<file path="config.mk">
export PLATFORM = sky130hd
export DESIGN_NAME = backlash_position_tracker_flat
export DESIGN_NICKNAME = d
export VERILOG_FILES = /design/src/design/bpt_pkg.sv /design/src/design/bpt_if.sv /design/src/design/bpt_cfg.sv /design/src/design/bpt_step_logic.sv /design/src/design/backlash_position_tracker.sv /design/src/flat_wrapper.sv
export VERILOG_INCLUDE_DIRS = /design/src /design/src/design
export SDC_FILE = /design/constraint.sdc
export NUM_CORES = 1
export LEC_CHECK = 0
export BUFFER_PORTS_ARGS = -buffer_cell sky130_fd_sc_hd__buf_2
export CAP_MARGIN = 10
export CORE_AREA = 4 4 120 122
export DETAILED_ROUTE_END_ITERATION = 16
export DIE_AREA = 0 0 124 126
export PLACE_DENSITY = 0.83
export SLEW_MARGIN = 10
export SYNTH_ARGS = -nofsm -noshare
export SYNTH_HDL_FRONTEND = slang
export SYNTH_SLANG_ARGS = --single-unit
</file>
<file path="constraint.sdc">
create_clock -name clk -period 17.9 [get_ports clk]
set_clock_uncertainty 0.15 [all_clocks]
set_input_delay 1.79 -clock clk [delete_from_list [all_inputs] [get_ports clk]]
set_output_delay 1.79 -clock clk [all_outputs]
set_load 0.02 [all_outputs]
</file>
<file path="src/design/assert_macros.svh">
// Assertion macros used by the tracker top level.
// No dependencies; included by modules that carry concurrent checks.
`ifndef ASSERT_MACROS_SVH
`define ASSERT_MACROS_SVH

// Same-cycle implication, disabled during reset
`define BPT_ASSERT_IMP(lbl, clk, rst_n, ante, cons) \
    lbl: assert property (@(posedge clk) disable iff (!rst_n) (ante) |-> (cons)) \
        else $error("assertion failed");

// Next-cycle implication, disabled during reset
`define BPT_ASSERT_NEXT(lbl, clk, rst_n, ante, cons) \
    lbl: assert property (@(posedge clk) disable iff (!rst_n) (ante) |=> (cons)) \
        else $error("assertion failed");

`endif

</file>
<file path="src/design/bpt_pkg.sv">
// Types, widths and codes for the backlash position tracker.
// No dependencies; imported by every module and interface of the block.
package bpt_pkg;

    localparam int DIST_W     = 7;
    localparam int BW_W       = 7;
    localparam int MAXPOS_W   = 15;
    localparam int POS_W      = 16;
    localparam int PHASE_W    = 8;
    localparam int MOVE_W     = 8;
    // offset spans -127 .. 253
    localparam int OFS_W      = 10;
    localparam int CFG_IDX_W  = 1;
    localparam int CFG_DATA_W = 15;

    localparam logic [MAXPOS_W-1:0] MAX_POSITION_RESET = 15'h7FFF;

    // register indexes
    localparam logic [CFG_IDX_W-1:0] CFG_BACKLASH_WIDTH = 1'd0;
    localparam logic [CFG_IDX_W-1:0] CFG_MAX_POSITION   = 1'd1;

    // command codes
    localparam logic CMD_STEP        = 1'b0;
    localparam logic CMD_CLEAR_PHASE = 1'b1;

    typedef struct packed {
        logic              command;
        logic [DIST_W-1:0] step_dist;
        logic              forward;
        logic              moving_normally;
        logic              ignore_bounds;
    } step_word_t;

    typedef struct packed {
        logic [POS_W-1:0]   position;
        logic [PHASE_W-1:0] phase;
        logic [MOVE_W-1:0]  applied_move;
        logic               limit_fault;
    } result_word_t;

    typedef struct packed {
        logic [POS_W-1:0]   position;
        logic [PHASE_W-1:0] phase;
        logic [OFS_W-1:0]   offset;
    } track_state_t;

    typedef struct packed {
        logic [BW_W-1:0]     backlash_width;
        logic [MAXPOS_W-1:0] max_position;
    } cfg_t;

endpackage

</file>
<file path="src/design/bpt_if.sv">
// Valid/ready channel interfaces for step words and result words.
// Depends on bpt_pkg for field widths.
interface bpt_step_if
    import bpt_pkg::*;
();
    logic              valid;
    logic              ready;
    logic              command;
    logic [DIST_W-1:0] step_dist;
    logic              forward;
    logic              moving_normally;
    logic              ignore_bounds;

    modport source (
        output valid, command, step_dist, forward, moving_normally, ignore_bounds,
        input  ready
    );
    modport sink (
        input  valid, command, step_dist, forward, moving_normally, ignore_bounds,
        output ready
    );
endinterface

interface bpt_result_if
    import bpt_pkg::*;
();
    logic                      valid;
    logic                      ready;
    logic signed [POS_W-1:0]   position;
    logic [PHASE_W-1:0]        phase;
    logic signed [MOVE_W-1:0]  applied_move;
    logic                      limit_fault;

    modport source (
        output valid, position, phase, applied_move, limit_fault,
        input  ready
    );
    modport sink (
        input  valid, position, phase, applied_move, limit_fault,
        output ready
    );
endinterface

</file>
<file path="src/design/bpt_cfg.sv">
// Configuration registers: backlash width and position upper bound.
// Depends on bpt_pkg.
module bpt_cfg
    import bpt_pkg::*;
(
    input  logic                  clk,
    input  logic                  rst_n,
    input  logic                  cfg_we,
    input  logic [CFG_IDX_W-1:0]  cfg_index,
    input  logic [CFG_DATA_W-1:0] cfg_wdata,
    output cfg_t                  cfg
);

    cfg_t cfg_reg;
    cfg_t cfg_next;

    // register write decode
    always_comb
    begin
        cfg_next = cfg_reg;
        if (cfg_we)
        begin
            case (cfg_index)
                CFG_BACKLASH_WIDTH: cfg_next.backlash_width = cfg_wdata[BW_W-1:0];
                CFG_MAX_POSITION:   cfg_next.max_position   = cfg_wdata[MAXPOS_W-1:0];
                default:            cfg_next = cfg_reg;
            endcase
        end
    end

    always_ff @(posedge clk or negedge rst_n)
    begin
        if (!rst_n)
        begin
            cfg_reg.backlash_width <= '0;
            cfg_reg.max_position   <= MAX_POSITION_RESET;
        end
        else
        begin
            cfg_reg <= cfg_next;
        end
    end

    assign cfg = cfg_reg;

endmodule

</file>
<file path="src/design/bpt_step_logic.sv">
// Combinational step update: phase, backlash dead zone, position, bounds check.
// Depends on bpt_pkg.
module bpt_step_logic
    import bpt_pkg::*;
(
    input  step_word_t   item,
    input  track_state_t cur,
    input  cfg_t         cfg,
    output track_state_t nxt,
    output result_word_t res
);

    logic signed [DIST_W+1:0] s;
    logic signed [DIST_W+1:0] d_s;
    logic signed [DIST_W+1:0] w_s;
    logic signed [DIST_W+1:0] w_minus_d;
    logic signed [OFS_W-1:0]  b;
    logic signed [OFS_W-1:0]  w_ofs;
    logic signed [OFS_W:0]    b_sum;
    logic signed [OFS_W:0]    w_wide;
    logic signed [OFS_W:0]    b_excess;
    logic signed [DIST_W+1:0] mv;
    logic [OFS_W-1:0]         ofs_new;
    logic [POS_W-1:0]         pos_new;
    logic                     w_on;

    // raw signed distance and helpers
    always_comb
    begin
        d_s       = $signed({2'b00, item.step_dist});
        w_s       = $signed({2'b00, cfg.backlash_width});
        s         = item.forward ? d_s : -d_s;
        w_minus_d = w_s - d_s;
        b         = $signed(cur.offset);
        w_ofs     = $signed({{(OFS_W-BW_W){1'b0}}, cfg.backlash_width});
        w_wide    = $signed({{(OFS_W+1-BW_W){1'b0}}, cfg.backlash_width});
        b_sum     = $signed({b[OFS_W-1], b}) + $signed({{(OFS_W-DIST_W-1){s[DIST_W+1]}}, s});
        b_excess  = b_sum - w_wide;
        w_on      = (cfg.backlash_width != '0);
    end

    // dead zone
    always_comb
    begin
        mv      = s;
        ofs_new = cur.offset;
        if (w_on && (b < 0) && item.forward)
        begin
            // leaving the zone forward: take up the full width
            ofs_new = {{(OFS_W-DIST_W){1'b0}}, item.step_dist};
            mv      = (w_minus_d > 0) ? '0 : -w_minus_d;
        end
        else if (w_on && (b >= w_ofs) && !item.forward)
        begin
            // leaving the zone backward
            ofs_new = {{(OFS_W-DIST_W-2){w_minus_d[DIST_W+1]}}, w_minus_d};
            mv      = (w_minus_d > 0) ? '0 : w_minus_d;
        end
        else if (w_on && (b >= 0) && (b < w_ofs))
        begin
            // inside the zone: move only the part that spills over
            ofs_new = b_sum[OFS_W-1:0];
            if (b_sum < 0)
                mv = b_sum[DIST_W+1:0];
            else if (b_sum >= w_wide)
                mv = b_excess[DIST_W+1:0];
            else
                mv = '0;
        end
    end

    // position, phase and result
    always_comb
    begin
        pos_new = cur.position + {{(POS_W-MOVE_W){mv[MOVE_W-1]}}, mv[MOVE_W-1:0]};
        nxt = cur;
        res.position     = cur.position;
        res.phase        = '0;
        res.applied_move = '0;
        res.limit_fault  = 1'b0;
        if (item.command == CMD_CLEAR_PHASE)
        begin
            nxt.phase = '0;
        end
        else
        begin
            nxt.phase    = cur.phase + s[PHASE_W-1:0];
            nxt.offset   = ofs_new;
            nxt.position = pos_new;
            res.position     = pos_new;
            res.phase        = nxt.phase;
            res.applied_move = mv[MOVE_W-1:0];
            res.limit_fault  = item.moving_normally && !item.ignore_bounds &&
                               (pos_new[POS_W-1] ||
                                (pos_new[MAXPOS_W-1:0] >= cfg.max_position));
        end
    end

endmodule

</file>
<file path="src/design/backlash_position_tracker.sv">
// Top level of the backlash position tracker: input register, state, result register.
// Depends on bpt_pkg, bpt_if, bpt_cfg, bpt_step_logic and assert_macros.svh.
//
// Each accepted step word gives exactly one result word: the word is captured in an
// input register, passes once through the dead-zone and position-add logic (one
// combinational pass through the 16-bit position add and bounds compare), and lands
// in a result register together with the tracker state update. One word is taken
// every cycle while results are read as they appear. The input register frees
// whenever the result register is empty or being read; a result left waiting holds
// the input register, so at most one more word is taken behind it until the result
// is read.
// Configuration writes take effect the cycle after cfg_we and must be made while no
// word is in flight.
`include "assert_macros.svh"

module backlash_position_tracker
    import bpt_pkg::*;
(
    input  logic                  clk,
    input  logic                  rst_n,
    input  logic                  cfg_we,
    input  logic [CFG_IDX_W-1:0]  cfg_index,
    input  logic [CFG_DATA_W-1:0] cfg_wdata,
    bpt_step_if.sink              step_ch,
    bpt_result_if.source          res_ch
);

    cfg_t         cfg;
    step_word_t   in_word_reg;
    logic         in_valid_reg;
    track_state_t state_reg;
    track_state_t state_next;
    result_word_t res_reg;
    result_word_t res_next;
    logic         res_valid_reg;
    logic         advance;
    logic         take;

    bpt_cfg u_cfg (
        .clk       (clk),
        .rst_n     (rst_n),
        .cfg_we    (cfg_we),
        .cfg_index (cfg_index),
        .cfg_wdata (cfg_wdata),
        .cfg       (cfg)
    );

    bpt_step_logic u_step (
        .item (in_word_reg),
        .cur  (state_reg),
        .cfg  (cfg),
        .nxt  (state_next),
        .res  (res_next)
    );

    // handshake control
    assign advance       = in_valid_reg && (!res_valid_reg || res_ch.ready);
    assign step_ch.ready = !in_valid_reg || advance;
    assign take          = step_ch.valid && step_ch.ready;

    // input register
    always_ff @(posedge clk or negedge rst_n)
    begin
        if (!rst_n)
            in_valid_reg <= 1'b0;
        else if (step_ch.ready)
            in_valid_reg <= step_ch.valid;
    end

    always_ff @(posedge clk)
    begin
        if (take)
        begin
            in_word_reg.command         <= step_ch.command;
            in_word_reg.step_dist       <= step_ch.step_dist;
            in_word_reg.forward         <= step_ch.forward;
            in_word_reg.moving_normally <= step_ch.moving_normally;
            in_word_reg.ignore_bounds   <= step_ch.ignore_bounds;
        end
    end

    // tracker state
    always_ff @(posedge clk or negedge rst_n)
    begin
        if (!rst_n)
            state_reg <= '0;
        else if (advance)
            state_reg <= state_next;
    end

    // result register
    always_ff @(posedge clk or negedge rst_n)
    begin
        if (!rst_n)
            res_valid_reg <= 1'b0;
        else if (advance)
            res_valid_reg <= 1'b1;
        else if (res_ch.ready)
            res_valid_reg <= 1'b0;
    end

    always_ff @(posedge clk)
    begin
        if (advance)
            res_reg <= res_next;
    end

    assign res_ch.valid        = res_valid_reg;
    assign res_ch.position     = $signed(res_reg.position);
    assign res_ch.phase        = res_reg.phase;
    assign res_ch.applied_move = $signed(res_reg.applied_move);
    assign res_ch.limit_fault  = res_reg.limit_fault;

    // checks
    `BPT_ASSERT_IMP(a_offset_range, clk, rst_n, 1'b1, ($signed(state_reg.offset) >= -10'sd127) && ($signed(state_reg.offset) <= 10'sd253))
    `BPT_ASSERT_IMP(a_result_tracks_state, clk, rst_n, res_valid_reg, (res_reg.position == state_reg.position) && ((res_reg.phase == state_reg.phase) || (state_reg.phase == '0)))
    `BPT_ASSERT_NEXT(a_advance_fills_result, clk, rst_n, advance, res_valid_reg)
    `BPT_ASSERT_NEXT(a_held_word_kept, clk, rst_n, in_valid_reg && !advance, in_valid_reg)

endmodule

</file>
<file path="src/flat_wrapper.sv">
// flat-port wrapper written by rule: the top's interface ports become plain ports
module backlash_position_tracker_flat import bpt_pkg::*;
  (clk, rst_n, cfg_we, cfg_index, cfg_wdata, step_ch_valid, step_ch_command, step_ch_step_dist, step_ch_forward, step_ch_moving_normally, step_ch_ignore_bounds, step_ch_ready, res_ch_valid, res_ch_position, res_ch_phase, res_ch_applied_move, res_ch_limit_fault, res_ch_ready);
  bpt_step_if step_ch_i ();
  bpt_result_if res_ch_i ();
  input  logic clk;
  input  logic rst_n;
  input  logic cfg_we;
  input  logic [CFG_IDX_W-1:0] cfg_index;
  input  logic [CFG_DATA_W-1:0] cfg_wdata;
  input wire logic [$bits(step_ch_i.valid)-1:0] step_ch_valid;
  input wire logic [$bits(step_ch_i.command)-1:0] step_ch_command;
  input wire logic [$bits(step_ch_i.step_dist)-1:0] step_ch_step_dist;
  input wire logic [$bits(step_ch_i.forward)-1:0] step_ch_forward;
  input wire logic [$bits(step_ch_i.moving_normally)-1:0] step_ch_moving_normally;
  input wire logic [$bits(step_ch_i.ignore_bounds)-1:0] step_ch_ignore_bounds;
  output wire logic [$bits(step_ch_i.ready)-1:0] step_ch_ready;
  output wire logic [$bits(res_ch_i.valid)-1:0] res_ch_valid;
  output wire logic [$bits(res_ch_i.position)-1:0] res_ch_position;
  output wire logic [$bits(res_ch_i.phase)-1:0] res_ch_phase;
  output wire logic [$bits(res_ch_i.applied_move)-1:0] res_ch_applied_move;
  output wire logic [$bits(res_ch_i.limit_fault)-1:0] res_ch_limit_fault;
  input wire logic [$bits(res_ch_i.ready)-1:0] res_ch_ready;
  assign step_ch_i.valid = step_ch_valid;
  assign step_ch_i.command = step_ch_command;
  assign step_ch_i.step_dist = step_ch_step_dist;
  assign step_ch_i.forward = step_ch_forward;
  assign step_ch_i.moving_normally = step_ch_moving_normally;
  assign step_ch_i.ignore_bounds = step_ch_ignore_bounds;
  assign step_ch_ready = step_ch_i.ready;
  assign res_ch_valid = res_ch_i.valid;
  assign res_ch_position = res_ch_i.position;
  assign res_ch_phase = res_ch_i.phase;
  assign res_ch_applied_move = res_ch_i.applied_move;
  assign res_ch_limit_fault = res_ch_i.limit_fault;
  assign res_ch_i.ready = res_ch_ready;
  backlash_position_tracker u_core (.clk(clk), .rst_n(rst_n), .cfg_we(cfg_we), .cfg_index(cfg_index), .cfg_wdata(cfg_wdata), .step_ch(step_ch_i), .res_ch(res_ch_i));
endmodule
</file>
Word level (Yosys, flattened, before mapping)
Cells that the tools add are included.
{"block": "classes", "n_reduce_logical": 24, "n_mul": 0, "bitwise_logic": 2, "shift": 0, "n_lt_le_gt_ge": 8, "eq_ne": 0, "n_addsub": 7, "mux": 15, "n_div": 0}
{"operator": "$mux W8", "n": 8}
{"operator": "$mux W33", "n": 1}
{"operator": "$mux W10", "n": 3}
{"operator": "$add A16 B16 Y16", "n": 1}
{"operator": "$ge A15 B15 Y1", "n": 1}
{"operator": "$add A10 B9 Y11", "n": 1}
{"operator": "$ge A11 B8 Y1", "n": 1}
{"operator": "$lt A11 B1 Y1 const B", "n": 1}
{"operator": "$ge A10 B1 Y1 const B", "n": 1}
{"operator": "$ge A10 B8 Y1", "n": 1}
{"operator": "$logic_and A1 B1 Y1", "n": 10}
{"operator": "$lt A10 B1 Y1 const B", "n": 1}
{"operator": "$lt A10 B8 Y1", "n": 1}
{"operator": "$mux W9", "n": 1}
{"operator": "$neg A7 Y9", "n": 1}
{"operator": "$add A8 B8 Y8", "n": 1}
{"operator": "$gt A8 B1 Y1 const B", "n": 1}
{"operator": "$neg A8 Y8", "n": 1}
{"operator": "$sub A7 B7 Y8", "n": 1}
{"operator": "$sub A8 B8 Y8", "n": 1}
{"operator": "$reduce_bool A7 Y1", "n": 1}
{"operator": "$reduce_and A2 Y1", "n": 3}
{"operator": "$logic_not A1 Y1", "n": 4}
{"operator": "$logic_or A1 B1 Y1", "n": 3}
{"operator": "other kinds (5)", "n": 7}
{"block": "word_totals", "latchBits": 0, "romBits": 0, "regBits": 102, "n_memories": 0, "elab_cells": 72, "ramBits": 0, "input_bits": 32, "output_inout_bits": 35}

Depth between registers and ports, before layout
Gate-level depths: netlist (run 1).
{"block": "depth", "ltp_word": 14, "depth_mapped": 36, "depth_no_buf": 36}

Hierarchy
A second synthesis (run 1) with hierarchy kept.
{"block": "unflattened", "cells_unflattened": 745, "hier_area_um2": 7790.0}
{"module": "bpt_step_logic", "cells_each": 573, "seq_area_each_um2": 0.0, "area_each_um2": 4097.7, "n_inst": 1}
{"module": "backlash_position_tracker", "cells_each": 124, "seq_area_each_um2": 2222.1, "area_each_um2": 2802.7, "n_inst": 1}
{"module": "bpt_cfg", "cells_each": 48, "seq_area_each_um2": 569.3, "area_each_um2": 889.6, "n_inst": 1}

Worst setup path after synthesis (run 1)
Ideal clock, no wire load.
{"block": "synth_path", "path_kind": "reg-to-reg", "from": "register u_core.in_word_reg[4] (netlist bit)", "to": "register u_core.res_reg, in the netlist u_core.res_ch.limit_fault (data pin)", "arrival_time_ns": 6.813, "path_buffers": 0, "stages_incl_launch_ff": 34, "setup_slack_ns": 10.671, "path_cell_list": "edfxtp_1 -> inv_1 -> ha_1 -> mux2_2 -> ha_1 -> a21o_1 -> a21oi_1 -> xnor2_1 -> ha_1 -> a21o_1 -> a21oi_1 -> o21ai_0 -> a221o_1 -> nor4_1 -> nor2_1 -> a221oi_1 -> a211o_2 -> nand2_1 -> ha_1 -> fa_1 -> a21o_1 -> a21oi_1 -> o21bai_1 -> a21oi_1 -> o21ai_0 -> a21o_1 -> a211oi_1 -> nor2_1 -> ha_1 -> a21o_1 -> a21oi_1 -> o31ai_1 -> a221oi_1 -> a21oi_1"}
{"block": "synth_via", "elab_chain_cells": 13, "elab_cells_between_ends": 20, "cone_classes": "add/sub: 6; order compare: 4; mux: 8; reduce/logical: 2"}
{"element": "start, declared", "line": "backlash_position_tracker.sv:29", "text": "step_word_t in_word_reg;"}
{"element": "$neg A7 Y9", "line": "bpt_step_logic.sv:32", "text": "s = item.forward ? d_s : -d_s;"}
{"element": "$mux W9", "line": "bpt_step_logic.sv:32"}
{"element": "$add A10 B9 Y11", "line": "bpt_step_logic.sv:37", "text": "b_sum = $signed({b[OFS_W-1], b}) + $signed({{(OFS_W-DIST_W-1){s[DIST_W+1]}}, s});"}
{"element": "$ge A11 B8 Y1", "line": "bpt_step_logic.sv:65", "text": "else if (b_sum >= w_wide)"}
{"element": "$mux W8", "line": "bpt_step_logic.sv:65"}
{"element": "$mux W8", "line": "bpt_step_logic.sv:63", "text": "if (b_sum < 0)"}
{"element": "$mux W8", "line": "bpt_step_logic.sv:59", "text": "else if (w_on && (b >= 0) && (b < w_ofs))"}
{"element": "$mux W8", "line": "bpt_step_logic.sv:53", "text": "else if (w_on && (b >= w_ofs) && !item.forward)"}
{"element": "$mux W8 (*)", "line": "bpt_step_logic.sv:47", "text": "if (w_on && (b < 0) && item.forward)"}
{"element": "named net u_core.u_step.mv[0]", "line": "bpt_step_logic.sv:22", "text": "logic signed [DIST_W+1:0] mv;"}
{"element": "$add A16 B16 Y16 (*)", "line": "bpt_step_logic.sv:75", "text": "pos_new = cur.position + {{(POS_W-MOVE_W){mv[MOVE_W-1]}}, mv[MOVE_W-1:0]};"}
{"element": "named net u_core.u_step.pos_new[10]", "line": "bpt_step_logic.sv:24", "text": "logic [POS_W-1:0] pos_new;"}
{"element": "$ge A15 B15 Y1 (*)", "line": "bpt_step_logic.sv:95", "text": "(pos_new[MAXPOS_W-1:0] >= cfg.max_position));"}
{"element": "$logic_or A1 B1 Y1 (*)", "line": "bpt_step_logic.sv:94", "text": "(pos_new[POS_W-1] ||"}
{"element": "$logic_and A1 B1 Y1 (*)", "line": "bpt_step_logic.sv:93", "text": "res.limit_fault = item.moving_normally && !item.ignore_bounds &&"}
{"element": "end signal, assigned", "line": "backlash_position_tracker.sv:105", "text": "res_reg <= res_next;"}
{"element": "end, declared", "line": "backlash_position_tracker.sv:33", "text": "result_word_t res_reg;"}
Mark *: on every way through the listed nets, which the timed path passes. The rest lies on a longest branch.
A chain may end at the register's enable or synchronous reset.

Worst setup path after layout (run 1)
{"block": "layout_path", "from": "register u_core.in_word_reg[3] (netlist bit)", "to": "register u_core.res_reg, in the netlist u_core.res_ch.limit_fault (data pin)"}
{"block": "layout_via", "elab_chain_cells": 13, "elab_cells_between_ends": 20, "cone_classes": "add/sub: 6; order compare: 4; mux: 8; reduce/logical: 2"}
{"element": "$neg A7 Y9", "line": "bpt_step_logic.sv:32"}
{"element": "$mux W9", "line": "bpt_step_logic.sv:32"}
{"element": "$add A10 B9 Y11", "line": "bpt_step_logic.sv:37"}
{"element": "$ge A11 B8 Y1 / $sub A8 B8 Y8 (equally long branches)", "line": "bpt_step_logic.sv:65, bpt_step_logic.sv:38"}
{"element": "$mux W8", "line": "bpt_step_logic.sv:65"}
{"element": "$mux W8", "line": "bpt_step_logic.sv:63"}
{"element": "$mux W8", "line": "bpt_step_logic.sv:59"}
{"element": "$mux W8", "line": "bpt_step_logic.sv:53"}
{"element": "$mux W8 (*)", "line": "bpt_step_logic.sv:47"}
{"element": "named net u_core.u_step.mv[0]", "line": "bpt_step_logic.sv:22"}
{"element": "$add A16 B16 Y16 (*)", "line": "bpt_step_logic.sv:75"}
{"element": "named net u_core.u_step.pos_new[10]", "line": "bpt_step_logic.sv:24"}
{"element": "$ge A15 B15 Y1 (*)", "line": "bpt_step_logic.sv:95"}
{"element": "$logic_or A1 B1 Y1 (*)", "line": "bpt_step_logic.sv:94"}
{"element": "$logic_and A1 B1 Y1 (*)", "line": "bpt_step_logic.sv:93"}
Marks and branches as above.

==> results.md, run 1 <==
- The flow ran to the end, and the final reports show no timing, DRC or antenna violations.
- TritonCTS built the clock tree.
- The part of the Yosys area used for sequential elements is 39.3%.
- The number of enable flip-flop cells after synthesis is 44.
- Clock tree synthesis found a total of between 100 and 150 sinks.
- The max-capacitance violation count is 0.
- In this run the worst path has a maximum fanout of 6.
- In this run the deepest clock path goes through 2 buffers.
- The final net count is around 900.
- The count of buffers from port buffering is 66.
- Post-CTS repair changed the size of 0 cells.
- For this block, the via count after detailed routing is 5,637.
- The delay of the slowest critical-path stage is between 0.4 and 0.5 ns.
- The worst setup path is launched from a flop.
- The count of endpoints failing hold in the final timing report is 0.
- The routed design has 17.5 mm of wire.
- The maximum number of pins on one net before global-route repair is between 50 and 60.
- For the worst setup path, the data required time is between 15 and 20 ns.
- Row generation in the floorplan step produced 42 rows.
- The first global-routing pass estimated about 28 mm of wire.
- The end point of the most critical hold path is u_core.state_reg[15].
- The library cell used most frequently in the layout, excluding fill and tap cells, is nand2_1.
- After detailed routing, the number of remaining DRC violations is 0.
- The top cell types in the final layout, fill and taps aside, are 81 x nand2_1, 72 x ha_1, 66 x buf_2, 58 x inv_1, 52 x nor2_1.
- Setup repair after global routing left no endpoint under its margin.
- The type of element capturing the critical path is a flop.
- The cell area after synthesis is 0.00711 mm2.
- In this run the critical register-to-register path is captured at u_core.res_ch.limit_fault.
- The total congestion overflow after global routing is 0.
- The most frequent cell on the critical path is a21oi_1.
- The most common flop cell mapped by yosys is edfxtp_1.
- The global-route usage over all layers is between 20% and 30%.
- The worst hold-check slack is between 0.3 and 0.4 ns.
- The starting utilization of the core area is roughly 54%.
- The smallest clock period supported by the final layout is computed as between 8 and 9 ns.
- The synthesized netlist net count is ~840.
- At the pin with the least slew margin, the transition time is approximately 0.9 ns.
- After synthesis, the mean cell area works out to roughly 10 um2.
- The period utilization is between 40% and 50%.
- Counting the buffers created by CTS gives 9.
- The launch point of the worst reg-to-reg path is u_core.in_word_reg[3].
- The accumulated negative setup slack is 0 ns.
- The number of global-route vias before repair is approximately 5,200.
- In the synthesized netlist the async set-or-reset flop fraction comes to 56.9%.
- The internal reg-to-reg setup slack is approximately 10 ns.
- The clock transition at the register clock pins on the worst setup and hold paths after CTS is about 0.080 ns.
- The worst slew margin relative to its limit is about two fifths.
- The library cell used as clock root buffer is clkbuf_16.
- The total I/O pin count is 67.
- The slowest library cell on the worst path is edfxtp_1.
- The number of setup violations in the final report is 0.
- The starting DRC count in detailed routing is ~530.
- Once the clock tree was built, the setup fixing pass inserted 0 buffers.
- The category of the most critical setup path is reg -> reg.
- The die height is roughly 130 um.
- The worst min-delay path startpoint is u_core.state_reg[15].
- The path class of the tightest hold or removal check is reg -> reg.
- The flip-flop count of the largest register after layout is 34.
- The count of cell types in the netlist is 66.
- The number of storage elements in the synthesis netlist is about 100.
- The placeable core region is 0.0132 mm2.
- The initial antenna violation count was 0.
- In the synthesized netlist, the number of instances is 726.
- 0 antenna diodes ended up in the layout.
- The share of post-route cells with drive strength above 1 is a little under a fifth.
- After clock tree synthesis, the flow added hold-fix buffers numbering 0.
- The global placement routability congestion is around 1.
- The number of iterations in the first detailed-routing pass is 6.
- For the worst flop-to-flop path, the logic depth is 33.
- The top achievable clock speed is about 120 MHz.
- The die covers 0.0156 mm2.
- Yosys printed 0 warnings.
- The worst hold path was traced through 2 stages.
- After detailed routing, the number of vias per cell comes to between 5 and 6.
- The critical path arrival is between 8 and 9 ns.
- The number of max-slew violations in the final report is 0.
- Dividing the detail-routed wire length by the instance count gives ~18 um.
- The count of nets left with antenna violations once routing finished came out at 0.
- The area added between synthesis and finish is 12.0%.
- The number of H-tree levels is 3.
- The layout filler cell count is 1,094.
- The detailed-placement wirelength estimate is about 14 mm.
- For the worst-skew pair, the clock arrives at the later sink with an insertion delay of about 0.36 ns.
- The chip width is approximately 120 um.
==> routing by layer <==
metal / GRT usage (%) / vias up / wire length, um
met5: 0 / - / 0
met4: 8.18 / 0 / 469
met3: 3.90 / 30 / 1410
met2: 33.5 / 221 / 7500
met1: 34.8 / 2634 / 8110
li1: - / 2752 / -
==> synthesized netlist by cell type, types with 5 or more instances <==
cell      number  area share [%]
nand3_1        8            0.56
a21o_1        13             1.4
dfstp_2       15             5.5
mux2_2        26             4.1
edfxtp_1      44              19
ha_1          72              13
o211ai_1       5            0.53
dfrtp_1       43              15
a31oi_1        5            0.44
a21oi_1       39             2.7
nor2_1        52             2.7
nor2b_1       15             1.3
xor2_1        15             1.8
nand2b_1       9            0.79
fa_1           5             1.4
o21bai_1       5            0.53
clkbuf_1      19             1.0
o21ai_0       46             3.2
inv_1         58             3.1
xnor2_1       31             3.8
a211oi_1       6            0.63
o21a_1         8            0.85
nand2_1       81             4.3
nor3_1        12            0.85
mux2i_1        6            0.85
a221o_1        5            0.70
o31ai_1       15             1.6
==> kinds of logic (layout without fill, tap and decap cells) <==
kind of cell / count (synthesis) / after routing / synth area share [%]
AO/OA/AOI/OAI: 185 / 185 / 17.6
XOR/XNOR: 47 / 47 / 6.00
adder cells (fa/ha/maj): 77 / 77 / 14.1
buffers and inverters: 78 / 149 / 4.14
flip-flops: 102 / 102 / 39.3
multiplexers: 32 / 32 / 4.97
AND/OR/NAND/NOR: 205 / 205 / 13.9
==> metrics by stage <==
step | setup slack (ns) | instance area (um2) | util [%] | cells
global route | 9.16 | 7960 | 60.3 | 973
floorplan | 10.67 | 7110 | - | 726
global placement | 10.05 | 7650 | 58.0 | 957
detailed placement | 9.96 | 7650 | 58.0 | 957
CTS | 9.90 | 7960 | 60.3 | 973
finish | 9.80 | 7960 | 60.3 | 973
==> critical path: cells and delay by family, from the launching register on <==
family,cells,cell delay (ns)
AOI/OAI and AO/OA,20,3.92
adders and majority gates,6,1.86
DFF,1,0.49
xor gates and xnor gates,1,0.21
muxes,1,0.30
buffers and inverters,1,0.10
and+or+nand+nor,4,0.81
==> final cells by class <==
type	instances	area, um2	area share [%]
inverter	58	218	2.74
sequential	102	2790	35.1
clock buffer	11	264	3.32
tap	176	220	2.77
multi-input combinational	546	4030	50.6
timing repair buffer	75	398	5.00
clock inverter	5	42.5	0.535
==> how the worst max path moves through the flow <==
stage | to | depth (start not counted) | startpoint
after global routing | u_core.res_ch.limit_fault | 33 | u_core.in_word_reg[3]
after detailed placement | u_core.res_ch.limit_fault | 33 | u_core.in_word_reg[3]
after global placement | u_core.res_ch.limit_fault | 33 | u_core.in_word_reg[3]
after floorplan | u_core.res_ch.limit_fault | 33 | u_core.in_word_reg[4]
final | u_core.res_ch.limit_fault | 33 | u_core.in_word_reg[3]
after CTS | u_core.res_ch.limit_fault | 33 | u_core.in_word_reg[3]
Power of run 1 is left out: the tool's default activity adds up to more than one toggle a clock period on the data nets, which glitch-free logic cannot reach.
==> run 2: changes to the inputs <==
==> constraint.sdc (replaced) <==
create_clock -name clk -period 7.97 [get_ports clk]
set_clock_uncertainty 0.15 [all_clocks]
set_input_delay 0.797 -clock clk [delete_from_list [all_inputs] [get_ports clk]]
set_output_delay 0.797 -clock clk [all_outputs]
set_load 0.02 [all_outputs]
==> run 2 against run 1 <==
Effect of this change:
- critical path depth down 6
- core utilization up 0.93 points
- fmax up 7.4%
- critical endpoint unchanged
- hold slack better by 0.0054 ns
- non-clock buffer count up 13
- sequential cell count unchanged
- largest cell class unchanged
- sequential share of layout area down 0.53 points
- worst setup slack worse by 9.4 ns
- first-iteration DRC count up 31%
- via count up 1.3%
- global-route usage up 0.71 points
- clock-buffer cell count down 1
==> results.md, run 2 (synthesis results as in run 1) <==
- The worst setup path is launched from a flop.
- The detailed-placement wirelength estimate is 13.9 mm (+1.4%).
- Leaving out fill and tap cells, the most frequent cells in the layout are 81 x nand2_1, 72 x ha_1, 66 x buf_2, 57 x inv_1, 52 x nor2_1.
- The max-capacitance violation count was 0 (unchanged).
- The initial antenna violation count is 0 (unchanged).
- The flow ran to the end, and the final reports show no timing, DRC or antenna violations.
- The worst setup path is captured at a flop.
- The number of setup violations in the final report is 0 (unchanged).
- The placeable core region is 0.0132 mm2 (unchanged).
- The number of iterations in the first detailed-routing pass is 5 (-1).
- The global-route usage over all layers is 23.8% (+0.71 points).
- The chip width came to 124 um (unchanged).
- The antenna cell count is 0 (unchanged).
- The number of vias per cell after detailed routing was 5.79 (about the same).
- The register area is 0.00279 mm2 (unchanged).
- The number of routed nets with antenna violations is 0 (unchanged).
- The final net count is 914 (+1.4%).
- The total vias in the final route is 5,710 (+1.3%).
- The total CTS buffers is 9 (unchanged).
- The count of endpoints failing hold in the final timing report is 0 (unchanged).
- The count of placed standard cells including taps is 966 (+0.94%).
- The maximum number of pins on one net before global-route repair is 59 (unchanged).
- The critical path arrival was 7.51 ns (-0.55 ns).
- The starting utilization of the core area came to 53.9% (unchanged).
- The met2 wire length was 7.63 mm (+1.8%).
- The maximum buffer depth of the clock tree is 2 (unchanged).
- The routed wire length came to 17.8 mm (+1.6%).
- The final cell count without fillers was 986 (+1.3%).
- The uppermost layer routed is met4.
- The number of global-route vias before repair came to 5,428 (+4.4%).
- The worst-case setup slack after placement is 0.261 ns (-9.70 ns).
- The required time of the critical path is 7.93 ns (-9.93 ns).
- The layout filler cell count was 1,108 (+1.3%).
- The top achievable clock speed was 133 MHz (+7.4%).
- The length of routed wiring on met1 is 8.11 mm (about the same).
- The worst slew margin relative to its limit is 39.6% (about the same).
- The share of post-route cells with drive strength above 1 is 20.5% (+1.9 points).
- The worst setup path is of the reg -> reg kind.
- The count of buffers from port buffering is 66 (unchanged).
- The area used by multi-input combinational logic is 0.00407 mm2 (+1.0%).
- The minimum clock period after layout came to 7.55 ns (-0.560 ns).
- The wire length of the first global-routing pass was 28.5 mm (+2.5%).
- The startpoint identified for the worst hold timing path is u_core.state_reg[14].
- The actual slew at the worst max-slew pin is 0.898 ns (-0.000175 ns).
- The launch point of the worst reg-to-reg path is u_core.in_word_reg[4].
- The share of the core filled with cells is 61.3% (+0.93 points).
- The starting DRC count in detailed routing was 688 (+31%).
- The period utilization is 94.7% (+49 points).
- The minimum setup slack in the final design is 0.425 ns (-9.37 ns).
- The die outline area is 0.0156 mm2 (unchanged).
- The number of clock sinks seen by CTS is 102 (unchanged).
- The number of H-tree levels was 3 (unchanged).
- The detailed-routed wire length on met3 is 1.61 mm (+14%).
- In this run the worst hold path is classified as reg -> reg.
- The number of buffers added to fix hold violations after cts came to 0 (unchanged).
- The area added between synthesis and finish is 13.7%.
- The root buffer cell chosen for the clock tree is clkbuf_16.
- The insertion delay to the later sink of the worst-skew pair came to 0.36 ns (about the same).
- The total I/O pin count came to 67 (unchanged).
- The peak fanout along the critical path is 4 (-2).
- The die height is 126 um (unchanged).
- The floorplan row count is 42 (unchanged).
- The flip-flop count of the largest register after layout came to 34 (unchanged).
- The number of max-slew violations in the final report is 0 (unchanged).
- The total congestion overflow after global routing is 0 (unchanged).
- The worst setup path startpoint is u_core.in_word_reg[4].
- The clock transition at the register clock pins on the worst setup and hold paths after CTS was 0.07 ns (about the same).
- The TritonCTS clock tree is built.
- The global placement routability congestion is 0.964 (-2.8%).
- The final routed DRC violation total is 0 (unchanged).
- The per-cell routed wire length is 18.0 um (+0.26%).
- Leaving out fill and tap cells, the most frequent cell in the layout is nand2_1.
## run 2: cell count changes in the layout (fill, tap and decap cells not counted), moves of 2 or more
cell	before	now
a21oi_1	39	37
a21oi_2	1	3
buf_4	9	22
clkinv_2	0	2
## run 2: repair_timing
item | in CTS | in global routing
setup endpoints to repair | 0 | 1
buffers inserted | 0 | 4
resized for setup | 0 | 8
## run 2: worst paths after layout
path,endpoint,slack (ns),depth (start not counted)
min,u_core.state_reg[14],0.35,2
max in group asynchronous,u_core.state_reg[5],6.71,2
min reg2reg,u_core.state_reg[14],0.35,2
max reg2reg,u_core.res_ch.limit_fault,0.42,27
min in group asynchronous,u_core.state_reg[27],0.44,2
max,u_core.res_ch.limit_fault,0.42,27
## run 2: metrics by stage
stage / hold WS, ns / area, um2 / TNS [ns]
after detailed placement: 0.333 / 7720 / 0
after CTS: 0.351 / 8010 / 0
final: 0.349 / 8080 / 0
after floorplan: 0.305 / 7110 / 0
after global routing: 0.367 / 8080 / -0.0362
after global placement: 0.324 / 7720 / 0
## run 2: worst max-delay path, stage by stage (launching register included)
cell      delay (ns)
edfxtp_1        0.45
nor2_1          0.28
a21oi_1         0.13
xnor2_1         0.37
ha_1            0.36
a211oi_1        0.29
a21oi_1         0.11
nor2_1          0.13
xnor2_1         0.17
ha_1            0.31
and2_1          0.17
a221o_1         0.39
nor4_4          0.30
nor2_1          0.11
buf_4           0.16
a22o_1          0.21
a221o_1         0.39
ha_1            0.32
or3_1           0.34
o2111a_1        0.14
a311o_1         0.39
o31ai_1         0.32
o21a_1          0.22
xnor2_1         0.21
ha_1            0.32
a21o_1          0.19
a221oi_1        0.27
a21oi_1         0.10
## run 2: per-layer routing
metal	vias up	global-route usage [%]
met1	2655	36.0
met3	31	5.43
li1	2767	-
met2	257	33.5
met4	0	8.25
met5	-	0
## run 2: layout make-up
cell class | count | area share (%)
clock inverter | 6 | 0.759
sequential | 102 | 34.5
timing repair buffer | 88 | 6.13
tap | 176 | 2.72
clock buffer | 10 | 2.83
multi-input combinational | 546 | 50.3
inverter | 58 | 2.69
Power of run 2 is left out for the same reason.
